==> config.mk <==
export PLATFORM = sky130hd
export DESIGN_NAME = integer_radix_to_ascii_flat
export DESIGN_NICKNAME = d
export VERILOG_FILES = /design/src/rtl/core/irta_pkg.sv /design/src/rtl/core/irta_if.sv /design/src/rtl/core/irta_ram.sv /design/src/rtl/core/irta_divider.sv /design/src/rtl/core/integer_radix_to_ascii.sv /design/src/flat_wrapper.sv
export SDC_FILE = /design/constraint.sdc
export NUM_CORES = 1
export LEC_CHECK = 0
export ABC_CLOCK_PERIOD_IN_PS = 10900
export BUFFER_PORTS_ARGS = -buffer_cell sky130_fd_sc_hd__clkbuf_2
export CAP_MARGIN = 20
export CORE_MARGIN = 2
export CORE_UTILIZATION = 56
export CTS_BUF_LIST = sky130_fd_sc_hd__clkbuf_16
export DETAILED_ROUTE_END_ITERATION = 8
export MAX_ROUTING_LAYER = met4
export PLACE_DENSITY_LB_ADDON = 0.12
export SLEW_MARGIN = 0
export SYNTH_ARGS = -nofsm -noshare
export SYNTH_HDL_FRONTEND = slang
export SYNTH_HIERARCHICAL = 1
export SYNTH_SLANG_ARGS = --single-unit
==> constraint.sdc <==
create_clock -name clock -period 10.9 [get_ports clock]
set_input_delay 2.18 -clock clock [delete_from_list [all_inputs] [get_ports clock]]
set_output_delay 2.18 -clock clock [all_outputs]
set_load 0.005 [all_outputs]
==> src/rtl/core/irta_pkg.sv <==
package irta_pkg;

   // Field widths
   localparam int MODE_W  = 2;
   localparam int VALUE_W = 64;
   localparam int RADIX_W = 5;
   localparam int CHAR_W  = 8;
   localparam int COUNT_W = 6;

   // Digit storage: the longest digit string is 2^32 in binary
   localparam int MAX_DIGITS = 33;
   localparam int DIGIT_W    = 4;
   localparam int DIG_ADDR_W = $clog2(MAX_DIGITS);

   // Shared divider: bits retired per cycle and chunk count
   localparam int DIV_STEP    = 8;
   localparam int DIV_CHUNKS  = VALUE_W / DIV_STEP;
   localparam int CHUNK_IDX_W = $clog2(DIV_CHUNKS);

   // Mode codes
   localparam logic [MODE_W-1:0] MODE_DEC   = 2'd0;
   localparam logic [MODE_W-1:0] MODE_LOWER = 2'd1;
   localparam logic [MODE_W-1:0] MODE_UPPER = 2'd2;
   localparam logic [MODE_W-1:0] MODE_PTR   = 2'd3;

   // Prefix kinds
   localparam logic [1:0] PRE_NONE  = 2'd0;
   localparam logic [1:0] PRE_MINUS = 2'd1;
   localparam logic [1:0] PRE_HEX   = 2'd2;
   localparam logic [1:0] PRE_NIL   = 2'd3;

   // Radix limits and fixed bases
   localparam logic [RADIX_W-1:0] RADIX_MIN = 5'd2;
   localparam logic [RADIX_W-1:0] RADIX_MAX = 5'd16;
   localparam logic [RADIX_W-1:0] RADIX_DEC = 5'd10;

   // ASCII codes
   localparam logic [CHAR_W-1:0] CHAR_ZERO    = 8'd48;
   localparam logic [CHAR_W-1:0] CHAR_LOWER_A = 8'h61;
   localparam logic [CHAR_W-1:0] CHAR_UPPER_A = 8'h41;
   localparam logic [CHAR_W-1:0] CHAR_MINUS   = 8'h2D;
   localparam logic [CHAR_W-1:0] CHAR_X       = 8'h78;
   localparam logic [CHAR_W-1:0] CHAR_LPAREN  = 8'h28;
   localparam logic [CHAR_W-1:0] CHAR_N       = 8'h6E;
   localparam logic [CHAR_W-1:0] CHAR_I       = 8'h69;
   localparam logic [CHAR_W-1:0] CHAR_L       = 8'h6C;
   localparam logic [CHAR_W-1:0] CHAR_RPAREN  = 8'h29;

   // Divider status toward the sequencer
   typedef struct packed {
      logic               done;
      logic [DIGIT_W-1:0] rem;
   } div_stat_type;

   // Number of prefix characters for a prefix kind
   function automatic logic [2:0] prefix_len(input logic [1:0] kind);
      logic [2:0] len;
      case (kind)
         PRE_NONE:  len = 3'd0;
         PRE_MINUS: len = 3'd1;
         PRE_HEX:   len = 3'd2;
         PRE_NIL:   len = 3'd5;
         default:   len = 3'd0;
      endcase
      return len;
   endfunction

   // Prefix character at a given position
   function automatic logic [CHAR_W-1:0] prefix_char(input logic [1:0] kind,
                                                      input logic [2:0] idx);
      logic [CHAR_W-1:0] c;
      c = CHAR_MINUS;
      case (kind)
         PRE_HEX: c = (idx == 3'd0) ? CHAR_ZERO : CHAR_X;
         PRE_NIL: begin
            case (idx)
               3'd0:    c = CHAR_LPAREN;
               3'd1:    c = CHAR_N;
               3'd2:    c = CHAR_I;
               3'd3:    c = CHAR_L;
               default: c = CHAR_RPAREN;
            endcase
         end
         default: c = CHAR_MINUS;
      endcase
      return c;
   endfunction

   // Digit value to ASCII
   function automatic logic [CHAR_W-1:0] digit_char(input logic [DIGIT_W-1:0] d,
                                                     input logic upper);
      logic [CHAR_W-1:0] c;
      if (d < 4'd10) begin
         c = CHAR_ZERO + {4'b0, d};
      end else begin
         c = (upper ? CHAR_UPPER_A : CHAR_LOWER_A) + {4'b0, d} - 8'd10;
      end
      return c;
   endfunction

   // Base used for a mode; radix saturates to 2..16
   function automatic logic [RADIX_W-1:0] eff_radix(input logic [MODE_W-1:0] mode,
                                                     input logic [RADIX_W-1:0] radix);
      logic [RADIX_W-1:0] r;
      case (mode)
         MODE_DEC: r = RADIX_DEC;
         MODE_PTR: r = RADIX_MAX;
         default: begin
            if (radix < RADIX_MIN) begin
               r = RADIX_MIN;
            end else if (radix > RADIX_MAX) begin
               r = RADIX_MAX;
            end else begin
               r = radix;
            end
         end
      endcase
      return r;
   endfunction

endpackage

==> src/rtl/core/irta_if.sv <==
interface irta_req_if import irta_pkg::*; ();
   logic               valid;
   logic               ready;
   logic [MODE_W-1:0]  mode;
   logic [VALUE_W-1:0] value;
   logic [RADIX_W-1:0] radix;

   modport source(output valid, mode, value, radix, input ready);
   modport sink(input valid, mode, value, radix, output ready);
endinterface

interface irta_rsp_if import irta_pkg::*; ();
   logic               valid;
   logic               ready;
   logic [CHAR_W-1:0]  char_code;
   logic               last;
   logic [COUNT_W-1:0] count;

   modport source(output valid, char_code, last, count, input ready);
   modport sink(input valid, char_code, last, count, output ready);
endinterface

==> src/rtl/core/irta_ram.sv <==
module irta_ram #(
   parameter int WIDTH = 4,
   parameter int DEPTH = 33
) (
   input  logic                     clock,
   input  logic                     wr_en,
   input  logic [$clog2(DEPTH)-1:0] wr_addr,
   input  logic [WIDTH-1:0]         wr_data,
   input  logic                     rd_en,
   input  logic [$clog2(DEPTH)-1:0] rd_addr,
   output logic [WIDTH-1:0]         rd_data
);

   logic [WIDTH-1:0] mem_ff [DEPTH];
   logic [WIDTH-1:0] rd_data_ff;

   // Write port and registered read port
   always_ff @(posedge clock) begin
      if (wr_en) begin
         mem_ff[wr_addr] <= wr_data;
      end
      if (rd_en) begin
         rd_data_ff <= mem_ff[rd_addr];
      end
   end

   assign rd_data = rd_data_ff;

endmodule

==> src/rtl/core/irta_divider.sv <==
module irta_divider import irta_pkg::*; (
   input  logic               clock,
   input  logic               reset,
   input  logic               start,
   input  logic [VALUE_W-1:0] dividend,
   input  logic [RADIX_W-1:0] divisor,
   output logic [VALUE_W-1:0] quotient,
   output div_stat_type       stat
);

   logic                   busy_ff, busy_in;
   logic                   done_ff, done_in;
   logic [CHUNK_IDX_W-1:0] cnt_ff, cnt_in;
   logic [VALUE_W-1:0]     w_ff, w_in;
   logic [DIGIT_W-1:0]     rem_ff, rem_in;
   logic [RADIX_W-1:0]     dsr_ff, dsr_in;

   logic [CHUNK_IDX_W-1:0] top_chunk;
   logic [DIV_STEP-1:0]    chunk_cur;
   logic [DIV_STEP-1:0]    q_chunk;
   logic [DIGIT_W:0]       r_step;

   // Find the highest nonzero chunk so leading zero chunks are skipped
   always_comb begin
      top_chunk = '0;
      for (int b = 0; b < DIV_CHUNKS; b++) begin
         if (dividend[b*DIV_STEP +: DIV_STEP] != '0) begin
            top_chunk = CHUNK_IDX_W'(b);
         end
      end
   end

   // Retire one chunk of restoring long division per cycle
   always_comb begin
      chunk_cur = w_ff[DIV_STEP*cnt_ff +: DIV_STEP];
      r_step    = {1'b0, rem_ff};
      q_chunk   = '0;
      for (int j = DIV_STEP - 1; j >= 0; j--) begin
         r_step = {r_step[DIGIT_W-1:0], chunk_cur[j]};
         if (r_step >= dsr_ff) begin
            r_step     = r_step - dsr_ff;
            q_chunk[j] = 1'b1;
         end
      end
   end

   // Sequence the chunks from the top one down
   always_comb begin
      busy_in = busy_ff;
      done_in = 1'b0;
      cnt_in  = cnt_ff;
      w_in    = w_ff;
      rem_in  = rem_ff;
      dsr_in  = dsr_ff;
      if (start) begin
         busy_in = 1'b1;
         w_in    = dividend;
         dsr_in  = divisor;
         rem_in  = '0;
         cnt_in  = top_chunk;
      end else if (busy_ff) begin
         w_in[DIV_STEP*cnt_ff +: DIV_STEP] = q_chunk;
         rem_in = r_step[DIGIT_W-1:0];
         cnt_in = cnt_ff - 1'b1;
         if (cnt_ff == '0) begin
            busy_in = 1'b0;
            done_in = 1'b1;
         end
      end
   end

   always_ff @(posedge clock) begin
      if (reset) begin
         busy_ff <= 1'b0;
         done_ff <= 1'b0;
      end else begin
         busy_ff <= busy_in;
         done_ff <= done_in;
      end
      cnt_ff <= cnt_in;
      w_ff   <= w_in;
      rem_ff <= rem_in;
      dsr_ff <= dsr_in;
   end

   assign quotient  = w_ff;
   assign stat.done = done_ff;
   assign stat.rem  = rem_ff;

endmodule

==> src/rtl/core/integer_radix_to_ascii.sv <==
// Operation: each digit is divided out in the shared divider, which works through the
// 8-bit chunks of the running magnitude from the highest nonzero one down (8 bits
// retired per cycle); then the prefix characters are emitted, then the digits, each
// digit through a registered digit-store read.
// One number at a time: a new number is taken only once the last character of the
// previous one has entered the output register and the sequencer is back in idle.
// Reset: synchronous, active high; clears the sequencer, divider and output valid.
module integer_radix_to_ascii import irta_pkg::*; (
   input  logic        clock,
   input  logic        reset,
   irta_req_if.sink    req,
   irta_rsp_if.source  rsp
);

   localparam logic [2:0] ST_IDLE   = 3'd0;
   localparam logic [2:0] ST_DSTART = 3'd1;
   localparam logic [2:0] ST_DWAIT  = 3'd2;
   localparam logic [2:0] ST_PRE    = 3'd3;
   localparam logic [2:0] ST_RD     = 3'd4;
   localparam logic [2:0] ST_PUT    = 3'd5;

   logic [2:0]         state_ff, state_in;
   logic [1:0]         pre_kind_ff, pre_kind_in;
   logic               upper_ff, upper_in;
   logic [VALUE_W-1:0] mag_ff, mag_in;
   logic [RADIX_W-1:0] rad_ff, rad_in;
   logic [COUNT_W-1:0] ndig_ff, ndig_in;
   logic [2:0]         pre_idx_ff, pre_idx_in;
   logic [COUNT_W-1:0] pos_ff, pos_in;
   logic [COUNT_W-1:0] total_ff, total_in;

   logic               rsp_valid_ff, rsp_valid_in;
   logic [CHAR_W-1:0]  char_ff, char_in;
   logic               last_ff, last_in;
   logic [COUNT_W-1:0] count_ff, count_in;

   logic               div_start;
   logic [VALUE_W-1:0] div_quot;
   div_stat_type       div_stat;

   logic                  wr_en;
   logic                  rd_en;
   logic [DIG_ADDR_W-1:0] wr_addr;
   logic [DIG_ADDR_W-1:0] rd_addr;
   logic [DIGIT_W-1:0]    rd_data;

   logic [32:0]        s33;
   logic [32:0]        mag33;
   logic               neg;
   logic               slot_free;
   logic               load;
   logic [CHAR_W-1:0]  load_char;
   logic [COUNT_W-1:0] pos_next;
   logic [COUNT_W-1:0] ndig_m1;
   logic [2:0]         pre_len;

   // Signed views of the incoming value
   assign s33   = (req.mode == MODE_DEC) ? {req.value[31], req.value[31:0]}
                                         : req.value[32:0];
   assign neg   = s33[32];
   assign mag33 = neg ? (~s33 + 33'd1) : s33;

   assign slot_free = !rsp_valid_ff || rsp.ready;
   assign pos_next  = pos_ff + 1'b1;
   assign ndig_m1   = ndig_ff - 1'b1;
   assign pre_len   = prefix_len(pre_kind_ff);
   assign wr_addr   = ndig_ff[DIG_ADDR_W-1:0];
   assign rd_addr   = ndig_m1[DIG_ADDR_W-1:0];

   // Sequencer: divide out digits, then emit prefix and digits
   always_comb begin
      state_in    = state_ff;
      pre_kind_in = pre_kind_ff;
      upper_in    = upper_ff;
      mag_in      = mag_ff;
      rad_in      = rad_ff;
      ndig_in     = ndig_ff;
      pre_idx_in  = pre_idx_ff;
      pos_in      = pos_ff;
      total_in    = total_ff;
      div_start   = 1'b0;
      wr_en       = 1'b0;
      rd_en       = 1'b0;
      load        = 1'b0;
      load_char   = CHAR_ZERO;
      case (state_ff)
         ST_IDLE: begin
            if (req.valid) begin
               upper_in   = (req.mode == MODE_UPPER);
               rad_in     = eff_radix(req.mode, req.radix);
               ndig_in    = '0;
               pre_idx_in = '0;
               pos_in     = '0;
               if (req.mode == MODE_PTR) begin
                  mag_in      = req.value;
                  pre_kind_in = (req.value == '0) ? PRE_NIL : PRE_HEX;
               end else begin
                  mag_in      = {31'b0, mag33};
                  pre_kind_in = neg ? PRE_MINUS : PRE_NONE;
               end
               if (req.mode == MODE_PTR && req.value == '0) begin
                  total_in = COUNT_W'(prefix_len(PRE_NIL));
                  state_in = ST_PRE;
               end else begin
                  state_in = ST_DSTART;
               end
            end
         end
         ST_DSTART: begin
            div_start = 1'b1;
            state_in  = ST_DWAIT;
         end
         ST_DWAIT: begin
            if (div_stat.done) begin
               wr_en   = 1'b1;
               ndig_in = ndig_ff + 1'b1;
               mag_in  = div_quot;
               if (div_quot == '0) begin
                  total_in = {3'b0, pre_len} + ndig_ff + 1'b1;
                  state_in = (pre_kind_ff == PRE_NONE) ? ST_RD : ST_PRE;
               end else begin
                  state_in = ST_DSTART;
               end
            end
         end
         ST_PRE: begin
            if (slot_free) begin
               load       = 1'b1;
               load_char  = prefix_char(pre_kind_ff, pre_idx_ff);
               pre_idx_in = pre_idx_ff + 1'b1;
               pos_in     = pos_next;
               if (pre_idx_ff == pre_len - 1'b1) begin
                  state_in = (ndig_ff == '0) ? ST_IDLE : ST_RD;
               end
            end
         end
         ST_RD: begin
            rd_en    = 1'b1;
            state_in = ST_PUT;
         end
         ST_PUT: begin
            if (slot_free) begin
               load      = 1'b1;
               load_char = digit_char(rd_data, upper_ff);
               ndig_in   = ndig_m1;
               pos_in    = pos_next;
               state_in  = (ndig_ff == COUNT_W'(1)) ? ST_IDLE : ST_RD;
            end
         end
         default: state_in = ST_IDLE;
      endcase
   end

   // Output register: load a character or drop valid once taken
   always_comb begin
      rsp_valid_in = rsp_valid_ff;
      char_in      = char_ff;
      last_in      = last_ff;
      count_in     = count_ff;
      if (load) begin
         rsp_valid_in = 1'b1;
         char_in      = load_char;
         last_in      = (pos_next == total_ff);
         count_in     = (pos_next == total_ff) ? total_ff : '0;
      end else if (rsp.ready) begin
         rsp_valid_in = 1'b0;
      end
   end

   always_ff @(posedge clock) begin
      if (reset) begin
         state_ff     <= ST_IDLE;
         rsp_valid_ff <= 1'b0;
      end else begin
         state_ff     <= state_in;
         rsp_valid_ff <= rsp_valid_in;
      end
      pre_kind_ff <= pre_kind_in;
      upper_ff    <= upper_in;
      mag_ff      <= mag_in;
      rad_ff      <= rad_in;
      ndig_ff     <= ndig_in;
      pre_idx_ff  <= pre_idx_in;
      pos_ff      <= pos_in;
      total_ff    <= total_in;
      char_ff     <= char_in;
      last_ff     <= last_in;
      count_ff    <= count_in;
   end

   irta_divider u_divider (
      .clock    (clock),
      .reset    (reset),
      .start    (div_start),
      .dividend (mag_ff),
      .divisor  (rad_ff),
      .quotient (div_quot),
      .stat     (div_stat)
   );

   irta_ram #(
      .WIDTH (DIGIT_W),
      .DEPTH (MAX_DIGITS)
   ) u_digit_ram (
      .clock   (clock),
      .wr_en   (wr_en),
      .wr_addr (wr_addr),
      .wr_data (div_stat.rem),
      .rd_en   (rd_en),
      .rd_addr (rd_addr),
      .rd_data (rd_data)
   );

   assign req.ready     = (state_ff == ST_IDLE);
   assign rsp.valid     = rsp_valid_ff;
   assign rsp.char_code = char_ff;
   assign rsp.last      = last_ff;
   assign rsp.count     = count_ff;

endmodule

==> src/flat_wrapper.sv <==
// flat-port wrapper written by rule: the top's interface ports become plain ports
module integer_radix_to_ascii_flat import irta_pkg::*;
  (clock, reset, req_valid, req_mode, req_value, req_radix, req_ready, rsp_valid, rsp_char_code, rsp_last, rsp_count, rsp_ready);
  irta_req_if req_i ();
  irta_rsp_if rsp_i ();
  input  logic clock;
  input  logic reset;
  input wire logic [$bits(req_i.valid)-1:0] req_valid;
  input wire logic [$bits(req_i.mode)-1:0] req_mode;
  input wire logic [$bits(req_i.value)-1:0] req_value;
  input wire logic [$bits(req_i.radix)-1:0] req_radix;
  output wire logic [$bits(req_i.ready)-1:0] req_ready;
  output wire logic [$bits(rsp_i.valid)-1:0] rsp_valid;
  output wire logic [$bits(rsp_i.char_code)-1:0] rsp_char_code;
  output wire logic [$bits(rsp_i.last)-1:0] rsp_last;
  output wire logic [$bits(rsp_i.count)-1:0] rsp_count;
  input wire logic [$bits(rsp_i.ready)-1:0] rsp_ready;
  assign req_i.valid = req_valid;
  assign req_i.mode = req_mode;
  assign req_i.value = req_value;
  assign req_i.radix = req_radix;
  assign req_ready = req_i.ready;
  assign rsp_valid = rsp_i.valid;
  assign rsp_char_code = rsp_i.char_code;
  assign rsp_last = rsp_i.last;
  assign rsp_count = rsp_i.count;
  assign rsp_i.ready = rsp_ready;
  integer_radix_to_ascii u_core (.clock(clock), .reset(reset), .req(req_i), .rsp(rsp_i));
endmodule
==> reports/metrics.cfg, run 1 <==
[placed_design]
gpl.final_weighted_congestion = 0.987
portBuffers = 90
dp_cells = 2011
post_place_cell_area_um2 = 18700
post-dp-hpwl_um = 32500

[logic_synthesis]
yosys.area.top_type_share = 0.536
synth_net_count = 1704
synth.most_common_cell = edfxtp_1
synth.cell_area_um2 = 17600
synth_seq_area_share = 0.548
postSynthAreaPerCell_um2 = 11.4
synth_area_leader_cell = edfxtp_1
synth.top_cells.by_area = edfxtp_1 54%, nand2_1 5.0%, ha_1 4.8%, mux2i_1 4.7%, o21ai_0 3.5%
netlist_top_cells_count = 315 x edfxtp_1, 237 x nand2_1, 123 x o21ai_0
yosysWarningCount = 6
yosys.cell_types.count = 76
synth_edf_count = 315
syn-instance-count = 1552
synth_flop_cell = edfxtp_1
synth.ff_latch_count = 325
ys_async_sr_fraction = 0

[clock_tree]
max-clock-path-buffers = 3
insertion_delay_ps = 520
tritoncts_clock_tree = built
clkTransAtPathRegs_ps = 60
cts_made_buffers = 35
htree_num_levels = 2
cts_hold_repair.buffers = 0
cts.sinks = 325
cts_root_buf = clkbuf_16

[grt]
global_route.overflow_total = 0
largest_net_degree_at_the_start_of_global_routing = 80
grt.total_usage = 0.284
first_global_vias = 12826
grt_antenna_before_repair = 0
grt_pass1_wl_um = 70400

[routing]
drt_iter0_drc = 1323
detail_route.wirelength_um = 46100
total_via_count_after_detailed_routing = 13088
ant_nets = 0
post-route-drc-count = 0
wl_per_cell_um = 22.0
dr.pass1.iters = 7
route.detailed.vias_per_inst = 6.24

[setup_path]
worst-path-buf-inv = 4
timing.critical_path.slowest_stage_cell = mux4_2
cp.arrival_ps = 11020
cpLargestDelayFamily = compound AO/OA/AOI/OAI gates
critical-path-top-cell-by-count = ha_1
max_stage_delay_ps = 520
crit_path_max_fanout = 7
path_class = register to register
worst_setup_path_end_kind = register
worstSetupStartpointType = register
worstPathRequired_ps = 11260

[timing]
layout_worst_path_cycle_share = 0.977
finalHoldWorstSlack_ps = 428
timing_worst_slew_pin_value_ps = 961
setup-violations-final = 0
maxSlewViolCount = 0
clock-skew-final_ps = 9.82
grt_setup_unrepaired = yes
setup_tns_ps = 0
final.min_clock_period_ps = 10650
max_slew_margin = 0.353
max_clock_freq_mhz = 93.9
final_hold_violations = 0

[floorplan]
die_height_um = 181
starting_utilization_of_the_core_area = 0.572
boundaryPins = 92
core_region_area_um2 = 30800
floorplan.die_area_um2 = 32900
num_rows = 64
die_w_um = 181

[layout]
post_layout_nonfiller_instances = 2096
post-route-cell-area_um2 = 20300
fillCellCount = 2383
multiInputGateArea_um2 = 7810
final-seq-area_um2 = 9660
syn_to_final_growth_pct = 15.0
drive_gt1_frac = 0.180
final_net_count = 1825

[hold_path]
min_path_type = register to register

[status]
run_status = complete, no violations

[run]
drv_cap = 0

==> final timing paths <==
check	end	depth (start not counted)	from	slack (ps)
worst max register to register	u_core/u_divider/rem_ff[1]	52	u_core/u_divider/cnt_ff[0]	250
worst max-delay path	u_core/u_divider/rem_ff[1]	52	u_core/u_divider/cnt_ff[0]	250
worst min register to register	u_core/u_divider/dsr_ff[4]	0	u_core/rad_ff[4]	430
worst min-delay path	u_core/u_divider/dsr_ff[4]	0	u_core/rad_ff[4]	430
==> cell usage in the layout (no fill, tap or decap), types with 9 or more instances in the layout <==
master     synthesis  routed
xnor2_1           25      25
and2_1            14      13
clkbuf_16          0      36
a21oi_1           50      47
o21ai_0          123     117
a22oi_1           17      17
ha_1              68      59
nor3_1            15      14
nor4_1            37      37
nand2_1          237     235
o22ai_1           12       9
nor2_1           115     114
dfxtp_1           10      10
fa_1               9       9
mux4_2            16      16
nand2b_1           9       9
clkbuf_2           0      90
o31ai_1           12      11
nand3_1           49      49
nand4_1           18      18
mux2i_1           83      76
xor2_1            37      36
buf_4              8      65
clkinv_1           2      12
nor2b_1           25      18
inv_1             41      44
edfxtp_1         315     315
==> metal layers <==
layer,share of wire,track usage,vias to the layer above
li1,-,-,6021
met1,0.39,0.354,6320
met2,0.49,0.474,612
met3,0.072,0.0373,135
met4,0.046,0.108,0
met5,0,-,-
==> through the flow <==
stage | setup slack [ps] | util
after CTS | 71.2 | 0.643
after global routing | -330 | 0.658
after detailed placement | -71.2 | 0.605
final | 246 | 0.658
after global placement | 226 | 0.605
after floorplan | 35.1 | -
==> repair_timing <==
item | 4_1_cts | 5_1_grt
resized for setup | 1 | 62
hold endpoints to repair | 0 | 0
buffers inserted | 3 | 17
pin swaps | 1 | 25
setup endpoints to repair | 11 | 12
gates cloned | 0 | 1
==> registers in the layout, indices dropped and copies added (netlist names), 5 cells and up <==
signal / flops
u_core/u_digit_ram/mem_ff: 132
u_core/mag_ff: 64
u_core/u_divider/quotient: 64
u_core/rsp.char_code: 7
u_core/ndig_ff: 6
u_core/pos_ff: 6
u_core/rsp.count: 6
u_core/total_ff: 6
u_core/rad_ff: 5
u_core/u_divider/dsr_ff: 5
==> logic make-up (layout without fill, tap and decap cells) <==
| logic type | after synthesis | after routing | synth area share |
|---|---|---|---|
| and+or+nand+nor | 551 | 551 | 0.145 |
| DFF | 325 | 325 | 0.548 |
| AOI/OAI and AO/OA | 310 | 310 | 0.115 |
| buffers and inverters | 121 | 268 | 0.0303 |
| muxes | 104 | 104 | 0.0707 |
| adders and majority gates | 77 | 77 | 0.0585 |
| xor gates and xnor gates | 63 | 63 | 0.0321 |
| other | 1 | 2 | 0.000213 |
==> cell type report <==
class	count	share of cell area
sequential	325	0.476
multi-input combinational	1106	0.385
timing repair buffer	162	0.0499
clock buffer	36	0.0444
tap	396	0.0244
clock inverter	27	0.0117
inverter	43	0.00802
antenna	1	0.000123
==> worst reg2reg max path, delay by kind of cell, from the launching register on <==
| family | cells | cell delay (ps) |
|---|---|---|
| compound gates | 27 | 4690 |
| flops | 1 | 440 |
| buf+inv | 4 | 650 |
| fa+ha+maj | 8 | 2040 |
| simple gates | 7 | 1000 |
| mux | 6 | 1680 |
Power of run 1 is left out: the tool's default activity adds up to more than one toggle a clock period on the data nets, which glitch-free logic cannot reach.
==> run 2, diff against run 1 <==
--- a/config.mk
+++ b/config.mk
@@ -6,7 +6,7 @@
 export NUM_CORES = 1
 export LEC_CHECK = 0
 export ABC_CLOCK_PERIOD_IN_PS = 10900
-export BUFFER_PORTS_ARGS = -buffer_cell sky130_fd_sc_hd__clkbuf_2
+export BUFFER_PORTS_ARGS = -buffer_cell sky130_fd_sc_hd__buf_2
 export CAP_MARGIN = 20
 export CORE_MARGIN = 2
 export CORE_UTILIZATION = 56
@@ -14,6 +14,7 @@
 export DETAILED_ROUTE_END_ITERATION = 8
 export MAX_ROUTING_LAYER = met4
 export PLACE_DENSITY_LB_ADDON = 0.12
+export SKIP_LAST_GASP = 1
 export SLEW_MARGIN = 0
 export SYNTH_ARGS = -nofsm -noshare
 export SYNTH_HDL_FRONTEND = slang
==> run 2 against run 1 <==
  * The run now ends with negative setup slack left
  * Global-route usage decreased by 0.066 points
  * Via count increased by 0.84%
  * Non-clock buffer count up 15
  * First-iteration DRC count increased by 8.8%
  * Sequential share of layout area is 0.13 points lower
  * Flip-flop and latch count unchanged
  * Cell area is 0.27% higher
  * Final cell count grew 0.52%
  * Worst hold slack got worse by 5.1 ps
==> reports/metrics.cfg, run 2 (synthesis gave the netlist of run 1 again) <==
[grt]
grt.total_usage = 0.283
first_global_vias = 12751
largest_net_degree_at_the_start_of_global_routing = 80
grt_pass1_wl_um = 70000
global_route.overflow_total = 0
grt_antenna_before_repair = 0

[setup_path]
cpLargestDelayFamily = compound AO/OA/AOI/OAI gates
max_stage_delay_ps = 540
path_class = register to register
worst-path-buf-inv = 7
worstSetupStartpointType = register
worstPathRequired_ps = 11270
timing.critical_path.slowest_stage_cell = mux4_2
worst_setup_path_end_kind = register
crit_path_max_fanout = 9
cp.arrival_ps = 11350

[clock_tree]
htree_num_levels = 2
cts.sinks = 325
insertion_delay_ps = 520
clkTransAtPathRegs_ps = 60
cts_made_buffers = 34
tritoncts_clock_tree = built
cts_root_buf = clkbuf_16
cts_hold_repair.buffers = 0
max-clock-path-buffers = 3

[routing]
drt_iter0_drc = 1440
post-route-drc-count = 0
route.detailed.vias_per_inst = 6.26
total_via_count_after_detailed_routing = 13198
dr.pass1.iters = 5
ant_nets = 0
wl_per_cell_um = 22.0
detail_route.wirelength_um = 46300

[layout]
diodes = 0
commonest_cells_after_routing_fill_and_taps_aside = 315 x edfxtp_1, 235 x nand2_1, 115 x nor2_1
final-seq-area_um2 = 9660
largest_reg_flops = 132
syn_to_final_growth_pct = 15.3
mostFrequentLayoutCell = edfxtp_1
fillCellCount = 2346
post-route-cell-area_um2 = 20300
final_net_count = 1839
max_flop_register = u_core/u_digit_ram/mem_ff
drive_gt1_frac = 0.189
multiInputGateArea_um2 = 7800

[timing]
grt_setup_unrepaired = yes
final.setup.worst_slack_ps = -81.6
maxSlewViolCount = 0
setup-violations-final = 5
final_hold_violations = 0
timing_worst_slew_pin_value_ps = 1160
clock-skew-final_ps = 24.1
max_slew_margin = 0.222
final.min_clock_period_ps = 10980
layout_worst_path_cycle_share = 1.01
finalHoldWorstSlack_ps = 423
max_clock_freq_mhz = 91.1

[hold_path]
min_path_type = register to register

[placed_design]
pre_cts_ws_ps = -254
portBuffers = 90
post_place_cell_area_um2 = 18700
post-dp-hpwl_um = 32400
gpl.final_weighted_congestion = 0.955

[floorplan]
die_w_um = 181
core_region_area_um2 = 30800
floorplan.die_area_um2 = 32900
die_height_um = 181
boundaryPins = 92
starting_utilization_of_the_core_area = 0.572
num_rows = 64

[run]
drv_cap = 0

[status]
violations = negative setup slack
run_status = finished with violations

==> run 2: cell count changes in the layout (fill, tap and decap cells not counted), sizes merged <==
cell           delta
inv               +2
clkdlybuf4s15     +1
diode             -1
clkinv            -2
buf             +103
clkbuf           -90
bufinv            -2
==> run 2: metrics by stage <==
step / std cells / setup TNS (ps) / utilization
floorplan: 1552 / 0 / -
global placement: 2010 / 0 / 0.605
detailed placement: 2010 / -2290 / 0.605
CTS: 2074 / -96.6 / 0.641
global route: 2107 / -5230 / 0.659
finish: 2107 / -124 / 0.659
==> run 2: final cells by class <==
| type | instances | area share |
|---|---|---|
| inverters | 43 | 0.00800 |
| repair buffers | 177 | 0.0572 |
| multi-input cells | 1106 | 0.384 |
| flip-flops and latches | 325 | 0.475 |
| clock inverters | 25 | 0.00837 |
| clock buffers | 35 | 0.0431 |
| well taps | 396 | 0.0244 |
==> run 2: worst paths after layout <==
kind,startpoint,to,slack [ps],depth (start not counted)
worst max-delay path,u_core/u_divider/cnt_ff[0],u_core/u_divider/rem_ff[3],-80,52
worst min-delay path,u_core/rad_ff[0],u_core/u_divider/dsr_ff[0],420,0
worst min register to register,u_core/rad_ff[0],u_core/u_divider/dsr_ff[0],420,0
worst max register to register,u_core/u_divider/cnt_ff[0],u_core/u_divider/rem_ff[3],-80,52
==> run 2: repair_timing <==
action	CTS	global route
gates cloned	0	2
resized for setup	10	66
pin swaps	7	45
buffers inserted	4	31
setup endpoints to repair	12	12
==> run 2: metal layers <==
layer	share of wire	GRT usage	routed length [um]	vias up
met5	0	-	0	-
met4	0.040	0.118	1840	0
met3	0.079	0.0373	3650	109
met2	0.49	0.468	22900	638
met1	0.39	0.354	18000	6392
li1	-	-	-	6059
Power of run 2 is left out for the same reason.
